File: src/design/assert_macros.svh
// ----------------------------------------------------------------------------
// assert_macros.svh
// concurrent assertion shorthands shared by the rtl
// ----------------------------------------------------------------------------
`ifndef ASSERT_MACROS_SVH
`define ASSERT_MACROS_SVH

// same-cycle implication, disabled while in reset
`define ASSERT_IMP(label, clk, rst_n, ante, cons, msg) \
    label: assert property (@(posedge clk) disable iff (!rst_n) (ante) |-> (cons)) \
        else $error(msg);

// next-cycle implication, disabled while in reset
`define ASSERT_NEXT(label, clk, rst_n, ante, cons, msg) \
    label: assert property (@(posedge clk) disable iff (!rst_n) (ante) |=> (cons)) \
        else $error(msg);

`endif

File: src/design/frnu_pkg.sv
// ----------------------------------------------------------------------------
// frnu_pkg
// types and codes for the file record name to utf-8 block
// ----------------------------------------------------------------------------
`default_nettype none

package frnu_pkg;

    localparam int ATTR_W    = 17;
    localparam int OUTCOME_W = 2;

    localparam logic [OUTCOME_W-1:0] OC_FOUND     = 2'd0;
    localparam logic [OUTCOME_W-1:0] OC_NOT_FOUND = 2'd1;
    localparam logic [OUTCOME_W-1:0] OC_TRUNCATED = 2'd2;

    typedef struct packed {
        logic [7:0] record_byte;
        logic       end_of_record;
    } in_beat_t;

    typedef struct packed {
        logic [7:0]           utf8_byte;
        logic                 byte_valid;
        logic                 name_end;
        logic [OUTCOME_W-1:0] outcome;
    } out_beat_t;

    // one queue entry: a utf-16 unit to encode, or a bare end marker
    typedef struct packed {
        logic [15:0]          unit;
        logic                 is_unit;
        logic                 name_end;
        logic [OUTCOME_W-1:0] outcome;
    } cmd_t;

endpackage

`default_nettype wire

File: src/design/frnu_front.sv
// ----------------------------------------------------------------------------
// frnu_front
// record parser: walks the attribute chain and queues name units
// ----------------------------------------------------------------------------
`default_nettype none

module frnu_front #(
    parameter int RECORD_BYTES = 1024
) (
    input  wire logic              clk,
    input  wire logic              rst_n,
    input  wire frnu_pkg::in_beat_t item,
    input  wire logic              accept,
    output logic                   cmd_push,
    output frnu_pkg::cmd_t         cmd
);

    localparam int POS_W  = $clog2(RECORD_BYTES + 1);
    localparam int ATTR_W = frnu_pkg::ATTR_W;

    localparam logic [POS_W-1:0]  POS_LIMIT    = POS_W'(RECORD_BYTES);
    localparam logic [POS_W-1:0]  POS_LAST     = POS_W'(RECORD_BYTES - 1);
    localparam logic [ATTR_W-1:0] FIRST_OFS_LO = ATTR_W'(20);
    localparam logic [ATTR_W-1:0] FIRST_OFS_HI = ATTR_W'(21);
    localparam logic [15:0]       MIN_FIRST    = 16'h0016;
    localparam logic [31:0]       END_TYPE     = 32'hFFFF_FFFF;
    localparam logic [31:0]       NAME_TYPE    = 32'h0000_0030;
    localparam logic [31:0]       MIN_ATTR_LEN = 32'd22;
    localparam logic [ATTR_W-1:0] NAME_LEN_OFS = ATTR_W'(64);
    localparam logic [32:0]       REC_END_W    = 33'(RECORD_BYTES);
    localparam logic [ATTR_W-1:0] REC_END      = ATTR_W'(RECORD_BYTES);

    typedef enum logic [6:0] {
        PH_SEEK = 7'b0000001,
        PH_HDR  = 7'b0000010,
        PH_NLEN = 7'b0000100,
        PH_NPAD = 7'b0001000,
        PH_ULO  = 7'b0010000,
        PH_UHI  = 7'b0100000,
        PH_DONE = 7'b1000000
    } phase_t;

    phase_t            phase_reg, phase_next, phase_cur;
    logic [POS_W-1:0]  pos_reg, pos_next;
    logic [ATTR_W-1:0] start_reg, start_next;
    logic [31:0]       type_reg, type_next;
    logic [31:0]       length_reg, length_next;
    logic [7:0]        resident_reg, resident_next;
    logic [7:0]        content_lo_reg, content_lo_next;
    logic [7:0]        units_reg, units_next;
    logic [7:0]        low_reg, low_next;

    logic [7:0]        b;
    logic              last;
    logic              emit;
    frnu_pkg::cmd_t    cmd_next;
    logic [ATTR_W-1:0] pos_ext;
    logic [ATTR_W-1:0] rel;
    logic              in_hdr;
    logic [15:0]       first_ofs;
    logic [ATTR_W-1:0] name_start;
    logic [32:0]       attr_sum;
    logic [7:0]        units_dec;

    assign b    = item.record_byte;
    assign last = item.end_of_record || (pos_reg == POS_LAST);

    always_comb
    begin
        phase_cur       = (pos_reg == POS_LIMIT) ? PH_DONE : phase_reg;
        phase_next      = phase_cur;
        pos_next        = pos_reg;
        start_next      = start_reg;
        type_next       = type_reg;
        length_next     = length_reg;
        resident_next   = resident_reg;
        content_lo_next = content_lo_reg;
        units_next      = units_reg;
        low_next        = low_reg;
        emit            = 1'b0;
        cmd_next        = '0;
        cmd_next.outcome = frnu_pkg::OC_FOUND;

        pos_ext    = ATTR_W'(pos_reg);
        rel        = pos_ext - start_reg;
        in_hdr     = (pos_ext >= start_reg);
        first_ofs  = {b, start_reg[7:0]};
        name_start = start_reg + ATTR_W'({b, content_lo_reg}) + NAME_LEN_OFS;
        attr_sum   = 33'(start_reg) + 33'(length_reg);
        units_dec  = units_reg - 8'd1;

        unique case (phase_cur)
            PH_SEEK:
            begin
                if (pos_ext == FIRST_OFS_LO)
                begin
                    start_next = ATTR_W'(b);
                end
                else if (pos_ext == FIRST_OFS_HI)
                begin
                    start_next = ATTR_W'(first_ofs);
                    if (first_ofs < MIN_FIRST)
                    begin
                        emit             = 1'b1;
                        cmd_next.name_end = 1'b1;
                        cmd_next.outcome = frnu_pkg::OC_NOT_FOUND;
                        phase_next       = PH_DONE;
                    end
                    else
                    begin
                        phase_next = PH_HDR;
                    end
                end
            end
            PH_HDR:
            begin
                if (in_hdr && (rel[ATTR_W-1:5] == '0))
                begin
                    case (rel[4:0]) inside
                        5'd0, 5'd1, 5'd2:
                        begin
                            type_next[{rel[1:0], 3'b000} +: 8] = b;
                        end
                        5'd3:
                        begin
                            type_next[31:24] = b;
                            if ({b, type_reg[23:0]} == END_TYPE)
                            begin
                                emit             = 1'b1;
                                cmd_next.name_end = 1'b1;
                                cmd_next.outcome = frnu_pkg::OC_NOT_FOUND;
                                phase_next       = PH_DONE;
                            end
                        end
                        5'd4, 5'd5, 5'd6, 5'd7:
                        begin
                            length_next[{rel[1:0], 3'b000} +: 8] = b;
                        end
                        5'd8:
                        begin
                            resident_next = b;
                        end
                        5'd20:
                        begin
                            content_lo_next = b;
                        end
                        5'd21:
                        begin
                            if ((type_reg == NAME_TYPE) && (resident_reg == 8'd0))
                            begin
                                start_next = name_start;
                                phase_next = PH_NLEN;
                            end
                            else if (length_reg < MIN_ATTR_LEN)
                            begin
                                emit             = 1'b1;
                                cmd_next.name_end = 1'b1;
                                cmd_next.outcome = frnu_pkg::OC_NOT_FOUND;
                                phase_next       = PH_DONE;
                            end
                            else if (attr_sum > REC_END_W)
                            begin
                                start_next = REC_END;
                            end
                            else
                            begin
                                start_next = attr_sum[ATTR_W-1:0];
                            end
                        end
                        default:
                        begin
                        end
                    endcase
                end
            end
            PH_NLEN:
            begin
                if (pos_ext == start_reg)
                begin
                    units_next = b;
                    if (b == 8'd0)
                    begin
                        emit             = 1'b1;
                        cmd_next.name_end = 1'b1;
                        cmd_next.outcome = frnu_pkg::OC_FOUND;
                        phase_next       = PH_DONE;
                    end
                    else
                    begin
                        phase_next = PH_NPAD;
                    end
                end
            end
            PH_NPAD:
            begin
                phase_next = PH_ULO;
            end
            PH_ULO:
            begin
                low_next   = b;
                phase_next = PH_UHI;
            end
            PH_UHI:
            begin
                emit             = 1'b1;
                cmd_next.is_unit = 1'b1;
                cmd_next.unit    = {b, low_reg};
                units_next       = units_dec;
                if (units_dec == 8'd0)
                begin
                    cmd_next.name_end = 1'b1;
                    cmd_next.outcome = frnu_pkg::OC_FOUND;
                    phase_next       = PH_DONE;
                end
                else
                begin
                    phase_next = PH_ULO;
                end
            end
            PH_DONE:
            begin
            end
            default:
            begin
                phase_next = PH_DONE;
            end
        endcase

        // record end closes whatever is still open
        if (last && (phase_next != PH_DONE))
        begin
            emit              = 1'b1;
            cmd_next.name_end = 1'b1;
            if ((phase_next == PH_SEEK) || (phase_next == PH_HDR))
            begin
                cmd_next.outcome = frnu_pkg::OC_NOT_FOUND;
            end
            else
            begin
                cmd_next.outcome = frnu_pkg::OC_TRUNCATED;
            end
            phase_next = PH_DONE;
        end

        if (item.end_of_record)
        begin
            pos_next   = '0;
            phase_next = PH_SEEK;
        end
        else if (pos_reg != POS_LIMIT)
        begin
            pos_next = pos_reg + POS_W'(1);
        end
    end

    assign cmd_push = accept && emit;
    assign cmd      = cmd_next;

    always_ff @(posedge clk or negedge rst_n)
    begin
        if (!rst_n)
        begin
            phase_reg <= PH_SEEK;
            pos_reg   <= '0;
        end
        else if (accept)
        begin
            phase_reg <= phase_next;
            pos_reg   <= pos_next;
        end
    end

    always_ff @(posedge clk)
    begin
        if (accept)
        begin
            start_reg      <= start_next;
            type_reg       <= type_next;
            length_reg     <= length_next;
            resident_reg   <= resident_next;
            content_lo_reg <= content_lo_next;
            units_reg      <= units_next;
            low_reg        <= low_next;
        end
    end

endmodule

`default_nettype wire

File: src/design/frnu_cmdq.sv
// ----------------------------------------------------------------------------
// frnu_cmdq
// short queue of parsed units between the parser and the encoder
// ----------------------------------------------------------------------------
`default_nettype none

module frnu_cmdq #(
    parameter int DEPTH = 4
) (
    input  wire logic           clk,
    input  wire logic           rst_n,
    input  wire logic           wr_en,
    input  wire frnu_pkg::cmd_t wr_data,
    input  wire logic           rd_en,
    output frnu_pkg::cmd_t      rd_data,
    output logic                full,
    output logic                empty
);

    localparam int AW = (DEPTH > 1) ? $clog2(DEPTH) : 1;
    localparam int CW = $clog2(DEPTH + 1);
    localparam logic [AW-1:0] PTR_LAST = AW'(DEPTH - 1);
    localparam logic [CW-1:0] CNT_FULL = CW'(DEPTH);

    frnu_pkg::cmd_t slots_reg [DEPTH];
    logic [AW-1:0]  wr_ptr_reg, wr_ptr_next;
    logic [AW-1:0]  rd_ptr_reg, rd_ptr_next;
    logic [CW-1:0]  count_reg, count_next;

    assign full    = (count_reg == CNT_FULL);
    assign empty   = (count_reg == '0);
    assign rd_data = slots_reg[rd_ptr_reg];

    always_comb
    begin
        wr_ptr_next = wr_ptr_reg;
        rd_ptr_next = rd_ptr_reg;
        count_next  = count_reg;
        if (wr_en)
        begin
            wr_ptr_next = (wr_ptr_reg == PTR_LAST) ? '0 : wr_ptr_reg + AW'(1);
        end
        if (rd_en)
        begin
            rd_ptr_next = (rd_ptr_reg == PTR_LAST) ? '0 : rd_ptr_reg + AW'(1);
        end
        if (wr_en && !rd_en)
        begin
            count_next = count_reg + CW'(1);
        end
        else if (rd_en && !wr_en)
        begin
            count_next = count_reg - CW'(1);
        end
    end

    always_ff @(posedge clk or negedge rst_n)
    begin
        if (!rst_n)
        begin
            wr_ptr_reg <= '0;
            rd_ptr_reg <= '0;
            count_reg  <= '0;
        end
        else
        begin
            wr_ptr_reg <= wr_ptr_next;
            rd_ptr_reg <= rd_ptr_next;
            count_reg  <= count_next;
        end
    end

    always_ff @(posedge clk)
    begin
        if (wr_en)
        begin
            slots_reg[wr_ptr_reg] <= wr_data;
        end
    end

endmodule

`default_nettype wire

File: src/design/frnu_back.sv
// ----------------------------------------------------------------------------
// frnu_back
// utf-8 encoder: one beat per cycle while not stalled, from the queue head
// ----------------------------------------------------------------------------
`default_nettype none

module frnu_back (
    input  wire logic           clk,
    input  wire logic           rst_n,
    input  wire frnu_pkg::cmd_t head,
    input  wire logic           head_valid,
    output logic                head_pop,
    output frnu_pkg::out_beat_t result,
    output logic                empty,
    input  wire logic           pop
);

    localparam logic [15:0] TWO_BYTE_MIN   = 16'h0080;
    localparam logic [15:0] THREE_BYTE_MIN = 16'h0800;
    localparam logic [7:0]  LEAD2          = 8'hC0;
    localparam logic [7:0]  LEAD3          = 8'hE0;
    localparam logic [7:0]  CONT           = 8'h80;

    logic [1:0]          idx_reg, idx_next;
    logic                ovalid_reg, ovalid_next;
    frnu_pkg::out_beat_t obeat_reg, obeat_next;

    logic [1:0] last_idx;
    logic       is_last;
    logic       advance;
    logic [7:0] enc_byte;
    logic [15:0] u;

    assign u = head.unit;

    always_comb
    begin
        if (!head.is_unit || (u < TWO_BYTE_MIN))
        begin
            last_idx = 2'd0;
        end
        else if (u < THREE_BYTE_MIN)
        begin
            last_idx = 2'd1;
        end
        else
        begin
            last_idx = 2'd2;
        end

        enc_byte = CONT | {2'b00, u[5:0]};
        case (last_idx)
            2'd0:
            begin
                enc_byte = u[7:0];
            end
            2'd1:
            begin
                if (idx_reg == 2'd0)
                begin
                    enc_byte = LEAD2 | {3'b000, u[10:6]};
                end
            end
            default:
            begin
                if (idx_reg == 2'd0)
                begin
                    enc_byte = LEAD3 | {4'b0000, u[15:12]};
                end
                else if (idx_reg == 2'd1)
                begin
                    enc_byte = CONT | {2'b00, u[11:6]};
                end
            end
        endcase
    end

    assign is_last  = (idx_reg == last_idx);
    assign advance  = head_valid && (!ovalid_reg || pop);
    assign head_pop = advance && is_last;

    always_comb
    begin
        obeat_next            = obeat_reg;
        idx_next              = idx_reg;
        ovalid_next           = ovalid_reg && !pop;
        if (advance)
        begin
            obeat_next.utf8_byte  = head.is_unit ? enc_byte : 8'd0;
            obeat_next.byte_valid = head.is_unit;
            obeat_next.name_end   = is_last && head.name_end;
            obeat_next.outcome    = is_last ? head.outcome : frnu_pkg::OC_FOUND;
            idx_next              = is_last ? 2'd0 : idx_reg + 2'd1;
            ovalid_next           = 1'b1;
        end
    end

    assign result = obeat_reg;
    assign empty  = !ovalid_reg;

    always_ff @(posedge clk or negedge rst_n)
    begin
        if (!rst_n)
        begin
            idx_reg    <= 2'd0;
            ovalid_reg <= 1'b0;
        end
        else
        begin
            idx_reg    <= idx_next;
            ovalid_reg <= ovalid_next;
        end
    end

    always_ff @(posedge clk)
    begin
        obeat_reg <= obeat_next;
    end

endmodule

`default_nettype wire

File: src/design/file_record_name_to_utf8.sv
// ----------------------------------------------------------------------------
// file_record_name_to_utf8
// streams a file record in and the utf-8 form of its name attribute out
// ----------------------------------------------------------------------------
// usage
//   input side is a queue write: item carries one record byte and the
//   end-of-record mark; a beat is taken when push is high and full is low
//   result side is a queue read: while empty is low the oldest result beat
//   sits on result, and it leaves when pop is high
//   the parser takes one byte per cycle as long as the unit queue has room;
//   each name unit needs two record bytes and gives one to three beats
//   the first beat of a unit is written to the unit queue when its high byte
//   is taken, and then from the queue head into the output register
//   the encoder sends one beat per cycle while a unit is queued and the
//   output register is free or popped, one beat per byte of the utf-8 form;
//   the parser meanwhile takes record bytes as long as the queue has room
//   the last beat of each record has name_end set and carries the outcome
//   reset clears the parser position, the unit queue and the output valid flag
//   when pop stays low the output register holds, the queue fills and full
//   rises until the receiver drains it
// ----------------------------------------------------------------------------
`default_nettype none

`include "assert_macros.svh"

module file_record_name_to_utf8 #(
    parameter int RECORD_BYTES = 1024
) (
    input  wire logic                clk,
    input  wire logic                rst_n,
    input  wire frnu_pkg::in_beat_t  item,
    input  wire logic                push,
    output logic                     full,
    output frnu_pkg::out_beat_t      result,
    output logic                     empty,
    input  wire logic                pop
);

    localparam int CMDQ_DEPTH = 4;

    logic           accept;
    logic           cmd_push;
    frnu_pkg::cmd_t cmd;
    frnu_pkg::cmd_t head;
    logic           head_pop;
    logic           cmdq_full;
    logic           cmdq_empty;

    assign full   = cmdq_full;
    assign accept = push && !cmdq_full;

    frnu_front #(
        .RECORD_BYTES (RECORD_BYTES)
    ) u_front (
        .clk      (clk),
        .rst_n    (rst_n),
        .item     (item),
        .accept   (accept),
        .cmd_push (cmd_push),
        .cmd      (cmd)
    );

    frnu_cmdq #(
        .DEPTH (CMDQ_DEPTH)
    ) u_cmdq (
        .clk     (clk),
        .rst_n   (rst_n),
        .wr_en   (cmd_push),
        .wr_data (cmd),
        .rd_en   (head_pop),
        .rd_data (head),
        .full    (cmdq_full),
        .empty   (cmdq_empty)
    );

    frnu_back u_back (
        .clk        (clk),
        .rst_n      (rst_n),
        .head       (head),
        .head_valid (!cmdq_empty),
        .head_pop   (head_pop),
        .result     (result),
        .empty      (empty),
        .pop        (pop)
    );

    `ASSERT_IMP(a_marker_ends, clk, rst_n, !empty && !result.byte_valid, result.name_end, "beat without a name byte is not a record end")
    `ASSERT_IMP(a_outcome_at_end, clk, rst_n, !empty && (result.outcome != frnu_pkg::OC_FOUND), result.name_end, "outcome set on a beat that does not end the record")
    `ASSERT_IMP(a_no_overrun, clk, rst_n, cmd_push, !cmdq_full, "unit queue written while full")
    `ASSERT_NEXT(a_no_phantom, clk, rst_n, cmdq_empty && empty, empty, "result beat appeared with nothing queued")

endmodule

`default_nettype wire
File: config.mk
export PLATFORM = sky130hd
export DESIGN_NAME = file_record_name_to_utf8
export DESIGN_NICKNAME = d
export VERILOG_FILES = /design/src/design/frnu_pkg.sv /design/src/design/frnu_front.sv /design/src/design/frnu_cmdq.sv /design/src/design/frnu_back.sv /design/src/design/file_record_name_to_utf8.sv
export VERILOG_INCLUDE_DIRS = /design/src /design/src/design
export SDC_FILE = /design/constraint.sdc
export NUM_CORES = 1
export LEC_CHECK = 0
export BUFFER_PORTS_ARGS = -buffer_cell sky130_fd_sc_hd__buf_2
export CAP_MARGIN = 20
export CORE_AREA = 2 2 197 199
export CTS_BUF_LIST = sky130_fd_sc_hd__clkbuf_8
export CTS_CLUSTER_DIAMETER = 60
export DETAILED_ROUTE_END_ITERATION = 8
export DIE_AREA = 0 0 199 201
export HOLD_SLACK_MARGIN = 0.12
export SYNTH_ARGS = -nofsm -noshare
export SYNTH_HDL_FRONTEND = slang
export SYNTH_SLANG_ARGS = --single-unit
export TNS_END_PERCENT = 20
File: constraint.sdc
create_clock -name clk -period 8.6 [get_ports clk]
set_input_delay 0.43 -clock clk [delete_from_list [all_inputs] [get_ports clk]]
set_output_delay 0.43 -clock clk [all_outputs]
set_load 0.005 [all_outputs]
After elaboration in Yosys (flattened, before gate mapping)
Memory sizes are Yosys's and may differ from the RTL's.
Cells that the tools add are included.
Word-level totals
  register bits after elaboration: 153
  output and inout bits: 14
  memories kept: 1
  RAM bits: 80
  logic and storage cells: 229
Operators by class
  $add $sub $neg: 12
  bitwise operators: 4
  reductions and logical operators: 47
  equality and inequality tests: 45
  shifts and indexed selects: 2
  muxes and demuxes: 92
  magnitude comparators: 6
Memory list
  u_cmdq.slots_reg: depth 4, width 20, rd ports 1, clocked after memory_dff 0, wr ports 1, RTL line frnu_cmdq.sv:25  | frnu_pkg::cmd_t slots_reg [DEPTH];
Operators with widths (count)
  $mux 17: 13
  $mux 7: 20
  $bwmux 32: 2
  $mux 3: 19
  $pmux 7 s7: 1
  $pmux 17 s2: 1
  $add 17x32->33: 1
  $gt 33x11->1 const B: 1
  $eq 32x32->1 const B: 1
  $eq 32x6->1 const B: 1
  $lt 32x5->1 const B: 1
  $mux 8: 4
  $pmux 8 s2: 2
  $shift 8x7->32 const A: 1
  $shiftx 8x7->32: 1
  $logic_not 8->1: 3
  $eq 11x5->1 const B: 2
  $mux 11: 2
  $reduce_and 11->1: 2
  $eq 5x3->1 const B: 4
  $mux 1: 19
  $add 17x16->17: 1
  $add 17x7->17 const B: 1
  $eq 11x17->1: 1
  other kinds (55): 104

Depth between registers and ports, before layout
  depth after elaboration: 20
  depth in mapped cells: 18

By module
From an unflattened synthesis, not the netlist that was laid out.
Unflattened totals
  cell total of the unflattened synthesis: 1168
  area, all modules: 13374.1 um^2
By module, submodules not included
  frnu_front: area each 9133.8 um^2, cells an instance 936, times used 1, sequential area each 3844.9 um^2
  frnu_cmdq: area each 3304.4 um^2, cells an instance 141, times used 1, sequential area each 2577.5 um^2
  frnu_back: area each 918.4 um^2, cells an instance 89, times used 1, sequential area each 435.4 um^2
  file_record_name_to_utf8: area each 17.5 um^2, cells an instance 2, times used 1, sequential area each 0.0 um^2

Least setup slack after synthesis
Ideal clock, no wire load.
  path kind: flip-flop to flip-flop
  start: register u_front.pos_reg[0]
  end: register u_cmdq.count_reg[2]
  path slack: 4206 ps
  data arrival time: 4315 ps
  cell stages (with the launch flop): 19
  cell sequence: dfrtp_1 inv_1 ha_1 inv_1 fa_1 inv_1 ha_1 clkbuf_1 nor3_1 nor2_1 or4b_4 o311a_4 a21oi_4 ha_1 inv_1 fa_1 xor2_1 nor2_1 xor2_1
Between the ends
  word-level cells in the longest chain between the ends: 19
RTL lines
  from (decl): RTL line frnu_front.sv:44  | logic [POS_W-1:0] pos_reg, pos_next;
  from (signal assigned): RTL line frnu_front.sv:269  | pos_reg <= pos_next;
  branches (longest 14 deep; another with $sub 11x17->17)
  $mux 1 (*): RTL line frnu_front.sv:230  | if (last && (phase_next != PH_DONE))
  $logic_and 1x1->1 (*): RTL line frnu_front.sv:256  | assign cmd_push = accept && emit;
  named net cmd_push: RTL line file_record_name_to_utf8.sv:42  | logic cmd_push;
  $logic_not 1->1: RTL line frnu_cmdq.sv:51  | else if (rd_en && !wr_en)
  $logic_and 1x1->1: RTL line frnu_cmdq.sv:51
  $reduce_bool 2->1 (no line)
  to (signal assigned): RTL line frnu_cmdq.sv:69  | count_reg <= count_next;
  to (decl): RTL line frnu_cmdq.sv:28  | logic [CW-1:0] count_reg, count_next;
Mark *: on every way through the listed nets, which the timed path passes.
A chain may end at the register's enable or synchronous reset.

Final worst setup path
  start: register u_front.pos_reg[0]
  end: memory u_cmdq.slots_reg[3][16] (netlist bit), enable pin
Between the ends
  word-level cells in the longest chain between the ends: 18
RTL lines
  branches (longest 14 deep; another with $sub 11x17->17)
  $mux 1 (*): RTL line frnu_front.sv:230
  $logic_and 1x1->1 (*): RTL line frnu_front.sv:256
  named net cmd_push: RTL line file_record_name_to_utf8.sv:42
  $mux 1 (*): RTL line frnu_cmdq.sv:75  | if (wr_en)
  $mux 1 (implied by the code) (*): RTL line frnu_cmdq.sv:77  | slots_reg[wr_ptr_reg] <= wr_data;
  to (decl): RTL line frnu_cmdq.sv:25
Marked as above.

==> metrics.txt <==
Cell variety after synth=86; fillers=around 3700; Clock Skews=20.3 ps; Final period util=0.566; GRT Resource Usage Total=0.163; Port Buffer Count=26; family with the most delay on the worst path=simple AND/OR/NAND/NOR gates; status=finished, final reports clean; clock sink count=233; CP arrival=around 5000 ps; top post-synthesis cells by area=edfxtp_1 (47%), ha_1 (7.4%), dfrtp_1 (5.2%); Leak Pwr=5.30 nW; total grt overflow=0; vias=between 9000 and 10000; CP bufs+invs=3; Placed Area=between 10000 and 15000 µm²; clk root buf=clkbuf_8; Power Density=251 nW/µm²; clock latency on the worst-skew pair=~560 ps; net count after synthesis=~1200; CP Class=reg -> reg; Post-CTS Repair Setup Buffers=0; Routed WL=about 32 mm; Synth Flop Type=edfxtp_1; Die X=199 µm; first-pass GRT wire length=50.7 mm; Fin. Hold Viols=0; I/O Pins=27; largest area contributor in the netlist=edfxtp_1; YS warnings=0; crit path cell chain=inv_1 -> ha_1 -> inv_1 -> fa_1 -> inv_1 -> ha_1 -> nor3_1 -> nor2_1 -> or4b_4 -> o311a_4 -> a21oi_4 -> and2_1; DR pass1 iterations=6; Post-synth EDFFs=between 200 and 250; CTS clk-pin slew, worst paths=about 60 ps; post-synth top area share=0.470; DRC=0; area grow syn2layout=11.6%; Detail Placement HPWL=~23 mm; Seq cells post-synth=approximately 230; core footprint=around 38000 µm²; Layout Nets=1262; worst-margin pin slew=about 1100 ps; fmax=a little over 0.2 GHz; wire per inst=approximately 19 µm; max reg flops=80; VDD IR max=103 µV; share of layout cells above drive strength 1=0.112; CP most frequent cell=inv_1; CP startpoint kind=register; Final Max Tran Viols=0; die height=201 µm; Cell Area, Synth=between 10000 and 15000 µm²; final setup fails=0; TritonCTS buffer count=~40; Finished Core Util=0.384; full die area=approximately 40000 µm²; Max-slew headroom=0.273; min cycle time layout=around 4900 ps; Site Rows=72; Setup crit end kind=register; commonest non-fill, non-tap cell in the layout=edfxtp_1; CP max stage cell=and2_1; Post-DRT Antenna Nets=0; vias in the first global route=~9100; CP required=slightly below 9000 ps; initial core utilization=0.344; RSZ-0062 raised after global routing=false; sequential area share after synthesis=0.523; initial drt markers=711; CTS-repair resized insts=0; Mapped Cells=between 1000 and 1500; H-tree depth=2; Register Area=between 6000 and 7000 µm²; TritonCTS clock tree=done; Min-Delay Path Class=in -> reg; Final Instance Area=14600 µm²; largest net degree at the start of global routing=40; Max Root-Sink Buffers=3; Vias/cell=between 5 and 6; Multi-input gate area=between 5000 and 6000 µm²; Max Cap Viol=0; most frequent cells in the layout=edfxtp_1 (205), ha_1 (77), nor2_1 (75); setup tns final=0 ps; average size of a mapped cell=about 12 µm²; GP Congestion=0.874; FFs w/ async S/R, synth=0.120; antenna violations before repair=1; max incr delay on CP=850 ps; CP Max Fanout=20
-- Yosys cell counts, drive strengths merged (5+ instances only) --
master,count
a211oi,10
mux4,19
nand2b,19
nor3b,5
o31ai,6
nand4,27
or3,11
buf,9
xnor2,26
xor2,18
o21ai,68
ha,77
nor3,29
a21oi,57
edfxtp,205
nand3,24
nor2,76
and3,11
nor2b,19
o21a,7
nor4,28
a22oi,12
or4,6
mux2i,5
and2,66
inv,45
nand2,57
o21bai,7
a21o,17
a31oi,14
o22ai,9
mux2,8
clkbuf,34
dfrtp,27
-- per-layer routing --
metal	wire length [µm]	track usage
met4	730	0.0466
met1	14600	0.223
met5	0	0
met2	15200	0.264
met3	1710	0.0302
-- cell type report --
type                       instances  share of cell area
tap                              518              0.0443
clock buffer                      42              0.0395
timing repair buffer              38              0.0168
sequential                       233               0.469
clock inverter                    31              0.0155
multi-input combinational        809               0.403
antenna                            1            0.000171
inverter                          45              0.0116
-- cell families after synthesis --
logic type / share of synthesized area
AND/OR/NAND/NOR: 0.165
AO/OA/AOI/OAI: 0.131
flip-flops: 0.523
buffers and inverters: 0.0272
adder cells (fa/ha/maj): 0.0797
XOR/XNOR: 0.0300
multiplexers: 0.0439
-- final timing paths --
path | startpoint | end | slack (ps) | cells after the start
max in group asynchronous | rst_n | u_front.pos_reg[0] | 7660 | 2
max reg2reg | u_front.pos_reg[0] | u_cmdq.slots_reg[3][16] | 3730 | 12
max | u_front.pos_reg[0] | u_cmdq.slots_reg[3][16] | 3730 | 12
min reg2reg | u_cmdq.count_reg[2] | u_cmdq.count_reg[2] | 490 | 1
min | item[0] | u_front.pos_reg[3] | 280 | 2
min in group asynchronous | rst_n | u_back.idx_reg[0] | 460 | 2
-- metrics by stage --
stage,power (W),cells,hold WS [ps],setup WS (ps)
CTS,0.00369,1715,259,3690
global placement,0.00265,1639,474,3780
detailed placement,0.00267,1640,485,3670
finish,0.00367,1717,280,3730
global route,0.00389,1716,274,3310
floorplan,0.00235,1130,134,4210
-- report_power, final --
group	internal (W)	switching (W)	leakage (nW)
clock	0.000549	0.000463	0.442
sequential	0.00139	0.0000588	2.25
combinational	0.000492	0.000710	2.61
total	0.00243	0.00123	5.30
-- repair_timing --
item / CTS / global route
endpoints found under the setup margin: 0 / 0
hold endpoints to repair: 28 / 0
hold buffers: 2 / 0
Power figures use the tool's default switching activity.
